--- src/bbt_pkg.sv ---
// shared types and constants for the pixel bounding box tracker
// no dependencies
package bbt_pkg;

    localparam int MAX_DIM_DEF = 4096;

    localparam int CFG_W     = 13;
    localparam int CFG_IDX_W = 2;
    localparam int PIX_W     = 32;
    localparam int POS_W     = 12;
    localparam int SIZE_W    = 13;
    localparam int IN_DATA_W  = 64;
    localparam int OUT_DATA_W = 56;

    localparam logic [CFG_IDX_W-1:0] REG_FRAME_WIDTH  = 2'd0;
    localparam logic [CFG_IDX_W-1:0] REG_FRAME_HEIGHT = 2'd1;
    localparam logic [CFG_IDX_W-1:0] REG_SELECT_MODE  = 2'd2;

    typedef enum logic [1:0] {
        MODE_ALPHA = 2'd0,
        MODE_ANY   = 2'd1,
        MODE_DIFF  = 2'd2
    } mode_t;

    typedef struct packed {
        logic              found;
        logic [POS_W-1:0]  rect_left;
        logic [POS_W-1:0]  rect_top;
        logic [SIZE_W-1:0] rect_width;
        logic [SIZE_W-1:0] rect_height;
    } result_t;

endpackage

--- src/pixel_bounding_box_tracker_core.sv ---
// top level of the pixel bounding box tracker: stream ports, config registers
// depends on bbt_pkg, bbt_select, bbt_track
//
// Pixels of a frame arrive in raster order, one per transfer, each with the base image pixel
// at the same position. The block finds the bounding rectangle of the selected pixels (mode 0:
// alpha nonzero, mode 1: any byte nonzero, mode 2/3: differs from base, two fully transparent
// pixels count as equal) and after the last pixel of each frame sends one result, with found=0
// and all-zero fields when nothing was selected; the tracker then starts clean for the next
// frame. It takes one pixel per clock: a pixel passes an input register, then the selection
// test and min/max update feed the result register, which takes the rectangle when the last
// pixel is taken. Only the end-of-frame pixel waits when a result is still untaken. A zero frame
// dimension acts as one, a value above MAX_DIM acts as MAX_DIM; register writes take effect on
// the next pixel and do not clear a frame in progress.
module pixel_bounding_box_tracker_core
    import bbt_pkg::*;
#(
    parameter int MAX_DIM = MAX_DIM_DEF
)
(
    input  logic                  clk,
    input  logic                  rst_n,
    input  logic                  cfg_we,
    input  logic [CFG_IDX_W-1:0]  cfg_index,
    input  logic [CFG_W-1:0]      cfg_data,
    input  logic                  s_tvalid,
    output logic                  s_tready,
    input  logic [IN_DATA_W-1:0]  s_tdata,   // pixel[31:0], base_pixel[63:32]
    output logic                  m_tvalid,
    input  logic                  m_tready,
    output logic [OUT_DATA_W-1:0] m_tdata,   // rect_left, rect_top, rect_width, rect_height, pad
    output logic                  m_tuser    // found
);

    logic [CFG_W-1:0] frame_width_reg, frame_height_reg;
    mode_t            select_mode_reg;

    logic             in_valid_reg;
    logic [PIX_W-1:0] pixel_reg, base_pixel_reg;

    logic    selected;
    logic    take;
    result_t result;

    always_ff @(posedge clk or negedge rst_n)
    begin
        if (!rst_n)
        begin
            frame_width_reg  <= CFG_W'(1);
            frame_height_reg <= CFG_W'(1);
            select_mode_reg  <= MODE_ALPHA;
        end
        else if (cfg_we)
        begin
            case (cfg_index)
                REG_FRAME_WIDTH:  frame_width_reg  <= cfg_data;
                REG_FRAME_HEIGHT: frame_height_reg <= cfg_data;
                REG_SELECT_MODE:  select_mode_reg  <= mode_t'(cfg_data[1:0]);
                default:          ;
            endcase
        end
    end

    assign s_tready = !in_valid_reg || take;

    always_ff @(posedge clk or negedge rst_n)
    begin
        if (!rst_n)
            in_valid_reg <= 1'b0;
        else if (s_tready)
            in_valid_reg <= s_tvalid;
    end

    always_ff @(posedge clk)
    begin
        if (s_tvalid && s_tready)
        begin
            pixel_reg      <= s_tdata[31:0];
            base_pixel_reg <= s_tdata[63:32];
        end
    end

    bbt_select u_select (
        .select_mode (select_mode_reg),
        .pixel       (pixel_reg),
        .base_pixel  (base_pixel_reg),
        .selected    (selected)
    );

    bbt_track #(
        .MAX_DIM (MAX_DIM)
    ) u_track (
        .clk          (clk),
        .rst_n        (rst_n),
        .frame_width  (frame_width_reg),
        .frame_height (frame_height_reg),
        .in_valid     (in_valid_reg),
        .selected     (selected),
        .take         (take),
        .out_valid    (m_tvalid),
        .out_ready    (m_tready),
        .result       (result)
    );

    assign m_tuser = result.found;
    assign m_tdata = {6'd0, result.rect_height, result.rect_width,
                      result.rect_top, result.rect_left};

    a_empty_frame_zero: assert property (@(posedge clk) disable iff (!rst_n)
        (m_tvalid && !m_tuser) |-> (m_tdata == '0))
        else $error("empty frame result carries nonzero rectangle");

    a_found_nonempty: assert property (@(posedge clk) disable iff (!rst_n)
        (m_tvalid && m_tuser) |-> (m_tdata[36:24] != '0 && m_tdata[49:37] != '0))
        else $error("found result with zero-sized rectangle");

    a_stall_only_when_held: assert property (@(posedge clk) disable iff (!rst_n)
        !s_tready |-> (in_valid_reg && m_tvalid && !m_tready))
        else $error("input stalled without a held result");

endmodule

--- src/bbt_select.sv ---
// pixel selection test for the bounding box tracker
// depends on bbt_pkg
module bbt_select
    import bbt_pkg::*;
(
    input  mode_t            select_mode,
    input  logic [PIX_W-1:0] pixel,
    input  logic [PIX_W-1:0] base_pixel,
    output logic             selected
);

    logic [7:0] pixel_alpha;
    logic [7:0] base_alpha;

    assign pixel_alpha = pixel[31:24];
    assign base_alpha  = base_pixel[31:24];

    always_comb
    begin
        case (select_mode)
            MODE_ALPHA: selected = (pixel_alpha != 8'd0);
            MODE_ANY:   selected = (pixel != '0);
            default:
            begin
                // two fully transparent pixels match whatever their colors
                selected = (pixel_alpha != base_alpha) ||
                           ((pixel_alpha != 8'd0) && (pixel[23:0] != base_pixel[23:0]));
            end
        endcase
    end

endmodule

--- src/bbt_track.sv ---
// raster position counters, min/max tracking and result register
// depends on bbt_pkg
module bbt_track
    import bbt_pkg::*;
#(
    parameter int MAX_DIM = MAX_DIM_DEF
)
(
    input  logic             clk,
    input  logic             rst_n,
    input  logic [CFG_W-1:0] frame_width,
    input  logic [CFG_W-1:0] frame_height,
    input  logic             in_valid,
    input  logic             selected,
    output logic             take,
    output logic             out_valid,
    input  logic             out_ready,
    output result_t          result
);

    localparam int CW = $clog2(MAX_DIM);
    localparam int EW = (CW + 1 > CFG_W) ? CW + 1 : CFG_W;

    logic [CW-1:0] col_reg, row_reg;
    logic [CW-1:0] min_col_reg, min_row_reg, max_col_reg, max_row_reg;
    logic          any_reg;
    logic          out_valid_reg;
    result_t       result_reg;

    logic [EW-1:0] wide_w, wide_h;
    logic [CW:0]   eff_w, eff_h;
    logic          col_last, row_last, frame_end, out_free;
    logic [CW-1:0] min_col_next, min_row_next, max_col_next, max_row_next;
    logic          any_next;
    result_t       result_next;

    // zero acts as one, oversize clamps to the maximum
    always_comb
    begin
        wide_w = EW'(frame_width);
        wide_h = EW'(frame_height);
        if (wide_w == '0)
            eff_w = (CW + 1)'(1);
        else if (wide_w > EW'(MAX_DIM))
            eff_w = (CW + 1)'(MAX_DIM);
        else
            eff_w = wide_w[CW:0];
        if (wide_h == '0)
            eff_h = (CW + 1)'(1);
        else if (wide_h > EW'(MAX_DIM))
            eff_h = (CW + 1)'(MAX_DIM);
        else
            eff_h = wide_h[CW:0];
    end

    assign col_last  = ({1'b0, col_reg} + (CW + 1)'(1)) >= eff_w;
    assign row_last  = ({1'b0, row_reg} + (CW + 1)'(1)) >= eff_h;
    assign frame_end = col_last && row_last;
    assign out_free  = !out_valid_reg || out_ready;
    assign take      = in_valid && (!frame_end || out_free);

    always_comb
    begin
        min_col_next = (selected && col_reg < min_col_reg) ? col_reg : min_col_reg;
        min_row_next = (selected && row_reg < min_row_reg) ? row_reg : min_row_reg;
        max_col_next = (selected && col_reg > max_col_reg) ? col_reg : max_col_reg;
        max_row_next = (selected && row_reg > max_row_reg) ? row_reg : max_row_reg;
        any_next     = any_reg || selected;

        result_next.found = any_next;
        if (any_next)
        begin
            result_next.rect_left   = POS_W'(min_col_next);
            result_next.rect_top    = POS_W'(min_row_next);
            result_next.rect_width  = SIZE_W'({1'b0, max_col_next} - {1'b0, min_col_next}
                                              + (CW + 1)'(1));
            result_next.rect_height = SIZE_W'({1'b0, max_row_next} - {1'b0, min_row_next}
                                              + (CW + 1)'(1));
        end
        else
        begin
            result_next.rect_left   = '0;
            result_next.rect_top    = '0;
            result_next.rect_width  = '0;
            result_next.rect_height = '0;
        end
    end

    always_ff @(posedge clk or negedge rst_n)
    begin
        if (!rst_n)
        begin
            col_reg     <= '0;
            row_reg     <= '0;
            min_col_reg <= '1;
            min_row_reg <= '1;
            max_col_reg <= '0;
            max_row_reg <= '0;
            any_reg     <= 1'b0;
        end
        else if (take)
        begin
            if (frame_end)
            begin
                col_reg     <= '0;
                row_reg     <= '0;
                min_col_reg <= '1;
                min_row_reg <= '1;
                max_col_reg <= '0;
                max_row_reg <= '0;
                any_reg     <= 1'b0;
            end
            else
            begin
                min_col_reg <= min_col_next;
                min_row_reg <= min_row_next;
                max_col_reg <= max_col_next;
                max_row_reg <= max_row_next;
                any_reg     <= any_next;
                if (col_last)
                begin
                    col_reg <= '0;
                    row_reg <= row_reg + CW'(1);
                end
                else
                begin
                    col_reg <= col_reg + CW'(1);
                end
            end
        end
    end

    always_ff @(posedge clk or negedge rst_n)
    begin
        if (!rst_n)
            out_valid_reg <= 1'b0;
        else if (take && frame_end)
            out_valid_reg <= 1'b1;
        else if (out_ready)
            out_valid_reg <= 1'b0;
    end

    always_ff @(posedge clk)
    begin
        if (take && frame_end)
            result_reg <= result_next;
    end

    assign out_valid = out_valid_reg;
    assign result    = result_reg;

endmodule

--- config.mk ---
export PLATFORM = sky130hd
export DESIGN_NAME = pixel_bounding_box_tracker_core
export DESIGN_NICKNAME = d
export VERILOG_FILES = /design/src/bbt_pkg.sv /design/src/pixel_bounding_box_tracker_core.sv /design/src/bbt_select.sv /design/src/bbt_track.sv
export SDC_FILE = /design/constraint.sdc
export NUM_CORES = 1
export LEC_CHECK = 0
export ABC_AREA = 0
export BUFFER_PORTS_ARGS = -buffer_cell sky130_fd_sc_hd__buf_2
export CORE_MARGIN = 8
export CORE_UTILIZATION = 34
export CTS_CLUSTER_SIZE = 24
export DETAILED_ROUTE_END_ITERATION = 7
export PLACE_DENSITY = 0.57
export SYNTH_ARGS = -nofsm -noshare
export SYNTH_HDL_FRONTEND = slang
export SYNTH_SLANG_ARGS = --single-unit
--- constraint.sdc ---
create_clock -name clk -period 4.49 [get_ports clk]
set_input_delay 0.898 -clock clk [delete_from_list [all_inputs] [get_ports clk]]
set_output_delay 0.898 -clock clk [all_outputs]
set_load 0.05 [all_outputs]
* After elaboration in Yosys (flattened, before gate mapping) *
Index checks and enable logic that the tools add are counted.

storage, ports and cells
  flip-flop bits (word level) = 218
  output and inout port bits = 59
  logic and storage cells = 89

cells by class
  add/subtract/negate cells = 8
  order comparisons = 8
  equal/unequal tests = 5
  mux-type cells = 20
  reduce and logical (&&, ||, !) cells = 29

operator list
  operator                                                          count
  12-bit 2-to-1 mux                                                 12
  13-bit 2-to-1 mux                                                 4
  32-bit nonzero test                                               1
  12-bit by 1-bit adder with 13-bit output (second input constant)  2
  13-bit by 1-bit adder with 13-bit output (second input constant)  2
  13-bit >= comparator                                              2
  13-bit greater-than comparator (second input constant)            2
  13-bit logical NOT                                                2
  12-bit by 12-bit subtractor with 13-bit output                    2
  12-bit by 1-bit adder with 12-bit output (second input constant)  2
  12-bit greater-than comparator                                    2
  12-bit less-than comparator                                       2
  24-bit inequality test                                            1
  1-bit logical AND                                                 9
  8-bit inequality test                                             1
  2-bit AND reduction                                               4
  8-bit nonzero test                                                1
  1-bit logical OR                                                  5
  2-bit by 1-bit == test with 1-bit output (second input constant)  2
  2-bit logical NOT                                                 2
  2-bit nonzero test                                                2
  1-bit logical NOT                                                 3
  1-bit 2-to-1 mux                                                  3
  2-bit == test (second input constant)                             1
  1-bit one-hot mux with 2 select lines                             1

* Longest topological paths before layout *
  depth in word-level cells = 10
  mapped depth = 23
  mapped depth without buffers = 21

* Modules after synthesis *
A second synthesis with hierarchy kept.

unflattened totals
  cells, all modules = 1124
  area, all modules = 12579.6 µm²

modules (own cells, without submodules)
  module                           times used  cells each  area each (µm²)  seq. area each (µm²)
  bbt_track                        1           932         9034.9           3413.3
  pixel_bounding_box_tracker_core  1           136         3098.0           2650.0
  bbt_select                       1           56          446.7            0.0

* Worst setup path after synthesis *
Ideal clock, no wire load.

  kind = register to register
  from = register u_track.col_reg[2]
  to = register base_pixel_reg[0], enable pin
  arrival time = 4673 ps
  required time = 4061 ps
  path slack = -612 ps
  stages on the path, launching flop included = 15
  buffers on the path = 1
  clock period less this slack = 5102 ps
  path through = dfrtp_1 -> clkbuf_1 -> nand3_1 -> nor4_1 -> and3_1 -> nand3_1 -> xnor2_1 -> ha_1 -> a2111oi_0 -> o221ai_1 -> nand2_1 -> o21ai_1 -> nand2_1 -> or3_1 -> and2_1

between the ends
  word-level cells in the longest chain between the ends = 8

RTL lines
  item                                      RTL line                               source
  start: declaration                        bbt_track.sv:24                        logic [CW-1:0] col_reg, row_reg;
  start signal: assignment                  bbt_track.sv:127                       col_reg <= col_reg + CW'(1);
  12-bit by 1-bit adder with 13-bit output  bbt_track.sv:56                        assign col_last = ({1'b0, col_reg} + (CW + 1)'(1)) >= eff_w;
  13-bit >= comparator                      bbt_track.sv:56
  1-bit logical AND                         bbt_track.sv:58                        assign frame_end = col_last && row_last;
  1-bit logical NOT                         bbt_track.sv:60                        assign take = in_valid && (!frame_end || out_free);
  1-bit logical OR                          bbt_track.sv:60
  1-bit logical AND                         bbt_track.sv:60
  1-bit logical OR                          pixel_bounding_box_tracker_core.sv:63  assign s_tready = !in_valid_reg || take;
  net s_tready                              pixel_bounding_box_tracker_core.sv:26  output logic s_tready,
  1-bit logical AND                         pixel_bounding_box_tracker_core.sv:75  if (s_tvalid && s_tready)
  end signal: assignment                    pixel_bounding_box_tracker_core.sv:78  base_pixel_reg <= s_tdata[63:32];
  end: declaration                          pixel_bounding_box_tracker_core.sv:38  logic [PIX_W-1:0] pixel_reg, base_pixel_reg;

The timed path passes the listed nets, and every way through them passes these cells.
A chain may end at the register's enable or synchronous reset.

* Worst setup path in the final report *
  from = register u_track.col_reg[5]
  to = output s_tready

between the ends
  word-level cells in the longest chain between the ends = 7

RTL lines
  item                                      RTL line
  12-bit by 1-bit adder with 13-bit output  bbt_track.sv:56
  13-bit >= comparator                      bbt_track.sv:56
  1-bit logical AND                         bbt_track.sv:58
  1-bit logical NOT                         bbt_track.sv:60
  1-bit logical OR                          bbt_track.sv:60
  1-bit logical AND                         bbt_track.sv:60
  1-bit logical OR                          pixel_bounding_box_tracker_core.sv:63
  end: declaration                          pixel_bounding_box_tracker_core.sv:26

Every way passes these cells.

==> summary.txt <==
Setup path
  • Setup crit start kind: flip-flop
  • Crit path max fanout: 4
  • Setup Crit Path Kind: reg2out
  • Worst Path Required: 3.59 ns
  • R2R Setup Slk: 0.08 ns
  • Worst r2r src: u_track.min_col_reg[5]
  • Critical Path AT: 3.56 ns
  • Kind of end point of the critical path: primary output
  • R2R depth: 20
  • Worst reg2reg endpoint: u_track.result[24]

Floorplanning
  • Rows: 70
  • Initial Util: 0.346
  • Ports: 143
  • Core box area: 36700 um^2
  • Die ar.: 43800 um^2
  • Die boundary height: 209 um
  • Die X: 209 um

Synth
  • Synthesized flop and latch total: 218
  • Synth Flop Type: edfxtp_1
  • Ys async rst share: 0.472
  • Sequential area share after synthesis: 0.478
  • Post-synth cell types: 57
  • Syn Area/Cell: 11.0 um^2
  • Post-synthesis cell count: 1157
  • Post-Syn Area: 12700 um^2
  • Post-synth top area cell: edfxtp_1
  • Count leader, synth: ha_1
  • Post-synth top cells: 120 x ha_1, 116 x nand2_1, 115 x edfxtp_1
  • Post-synth EDFFs: 115
  • Yosys warns: 0
  • Yosys top cell area share: 0.272
  • Top cells by area, synth: edfxtp_1 27%, dfrtp_1 15%, ha_1 12%

Power
  • Pwr/cell area: 814 nW/um^2
  • Leakage dissipation: 7.64 nW
  • VDD IR max: 0.407 mV
  • Tot Pwr: 13.5 mW

Route
  • Post-Route WL: 31900 um
  • Via-to-Cell Ratio: 4.86
  • # DRC: 0
  • DRT iter0 DRCs: 448
  • Drt pass-1 iters: 5
  • Via count: 9466
  • Routed WL per cell: 16.4 um
  • Antenna Violating Nets Remaining: 0

Global routing
  • GRT Resource Usage Total: 0.142
  • First-pass GRT wire length: 51100 um
  • Global-route congestion overflow total: 0
  • Initial antenna violation count: 11
  • Pin count of the biggest net entering global routing: 56
  • Number of global-route vias before repair: 9736

Timing
  • WHS: 0.440 ns
  • Fmax: 0.225 GHz
  • Min cycle time layout: 4.45 ns
  • Slew @ Worst Pin: 1.07 ns
  • Slew HR: 0.285
  • Final Max Slew Viols: 0
  • Final setup vio count: 0
  • Final hold vios: 0
  • Final period util: 0.992
  • Layout Skew: 0.00797 ns
  • RSZ-0062 raised after global routing: true

CTS
  • TritonCTS Buffers: 25
  • Worst-Skew Late Latency: 0.53 ns
  • CTS tree: done
  • Clk buf depth: 3
  • Clock sinks: 218
  • H-tree Lvls: 1
  • Clock root buffer master: clkbuf_16
  • Hold buffer count at cts: 0
  • Clk slew on worst S/H paths: 0.06 ns

Cells and area
  • Max reg flops: 51
  • Non-filler cells, final: 1948
  • Final nets: 1663
  • Util after Layout: 0.450
  • Layout cell share with drive strength beyond 1: 0.367
  • P&R area growth vs syn: 30.2%

Placement
  • Placed insts: 1852
  • GP Congestion: 0.823
  • Detail Placement HPWL: 24100 um
  • IO buf count: 136

Flow run
  • MaxCap Viol Count: 0

Status
  • Status: completed

Worst hold path
  • Hold Path Class: in2async
==> layout make-up <==
cell class              instances  area (um^2)
clock buffers                  33          666
flip-flops and latches        218         6080
fillers                      3432        20200
repair buffers                315         2090
well taps                     468          586
clock inverters                12          170
inverters                      88          334
multi-input cells             809         6590
diodes                          5         12.5
==> worst max path at each step <==
stage / from / endpoint / slack [ns] / cells after the start
2_1_floorplan: u_track.min_col_reg[7] / u_track.result[24] / 0.005 / 20
3_3_place_gp: u_track.min_col_reg[5] / u_track.result[24] / -0.17 / 20
3_5_place_dp: u_track.min_col_reg[7] / u_track.result[24] / -0.20 / 19
4_1_cts: u_track.col_reg[0] / s_tready / -0.05 / 14
5_1_grt: u_track.min_col_reg[5] / u_track.result[24] / -0.14 / 18
6_report: u_track.col_reg[5] / s_tready / 0.04 / 14
==> critical path, stage by stage, from the launching register on <==
cell	delay, ns
dfrtp_2	0.43
buf_6	0.14
clkinvlp_4	0.09
nor4_4	0.30
and3_4	0.25
nand3_4	0.08
xnor2_2	0.15
ha_1	0.32
o21ai_1	0.07
a21oi_1	0.18
nand2_1	0.11
o21ai_2	0.18
nand2_1	0.09
or3_4	0.45
buf_8	0.17
==> kinds of logic (layout without fill, tap and decap cells) <==
group / after synthesis / in the layout / share of synthesized area
AO/OA/AOI/OAI: 168 / 168 / 0.0831
XOR/XNOR: 66 / 66 / 0.0455
adder cells (fa/ha/maj): 122 / 122 / 0.121
buffers and inverters: 135 / 448 / 0.0467
flip-flops: 218 / 218 / 0.478
multiplexers: 125 / 125 / 0.104
other: 1 / 11 / 0.000295
AND/OR/NAND/NOR: 322 / 322 / 0.121
==> power by group <==
part / internal (mW) / switching [mW]
logic: 4.24 / 4.02
clock network: 1.27 / 0.816
registers: 2.84 / 0.267
==> per-stage QoR <==
stage | TNS, ns | cell area (um^2) | worst slack, ns
finish | 0 | 16500 | 0.0361
global route | -0.340 | 16500 | -0.141
CTS | -0.0459 | 15900 | -0.0459
detailed placement | -0.698 | 14800 | -0.204
global placement | -0.567 | 14800 | -0.169
floorplan | 0 | 12700 | 0.00525
==> metal layers <==
metal	up-vias	GRT usage	wire length (um)
met5	-	0	83
met2	201	0.216	13700
met1	4456	0.193	15400
met4	12	0.0357	681
met3	55	0.0446	1970
li1	4742	-	-
==> repair_timing <==
item / 4_1_cts / 5_1_grt
pin swaps: 13 / 56
endpoints found under the setup margin: 9 / 14
buffers inserted: 26 / 21
resized for setup: 32 / 94
==> layout by cell type (no fill, tap or decap), types with 6 or more instances in the layout <==
master / n
a21o_1: 16
a21oi_1: 30
a21oi_2: 9
a22o_1: 6
a31oi_1: 11
and2_1: 10
and3_1: 8
buf_2: 134
buf_4: 174
clkbuf_1: 7
clkbuf_16: 25
conb_1: 6
dfrtp_1: 66
dfrtp_2: 11
dfstp_2: 26
edfxtp_1: 115
ha_1: 104
ha_4: 12
inv_1: 81
inv_2: 6
mux2_2: 51
mux2i_1: 66
mux2i_2: 8
nand2_1: 111
nand2b_1: 7
nand3_1: 28
nand4_1: 20
nor2_1: 49
nor2b_1: 13
nor3_1: 23
nor4_1: 13
o21a_1: 11
o21ai_0: 43
o21ai_1: 6
o21ai_2: 6
xnor2_1: 43
xor2_1: 18
(Power assumes the default switching activity.)
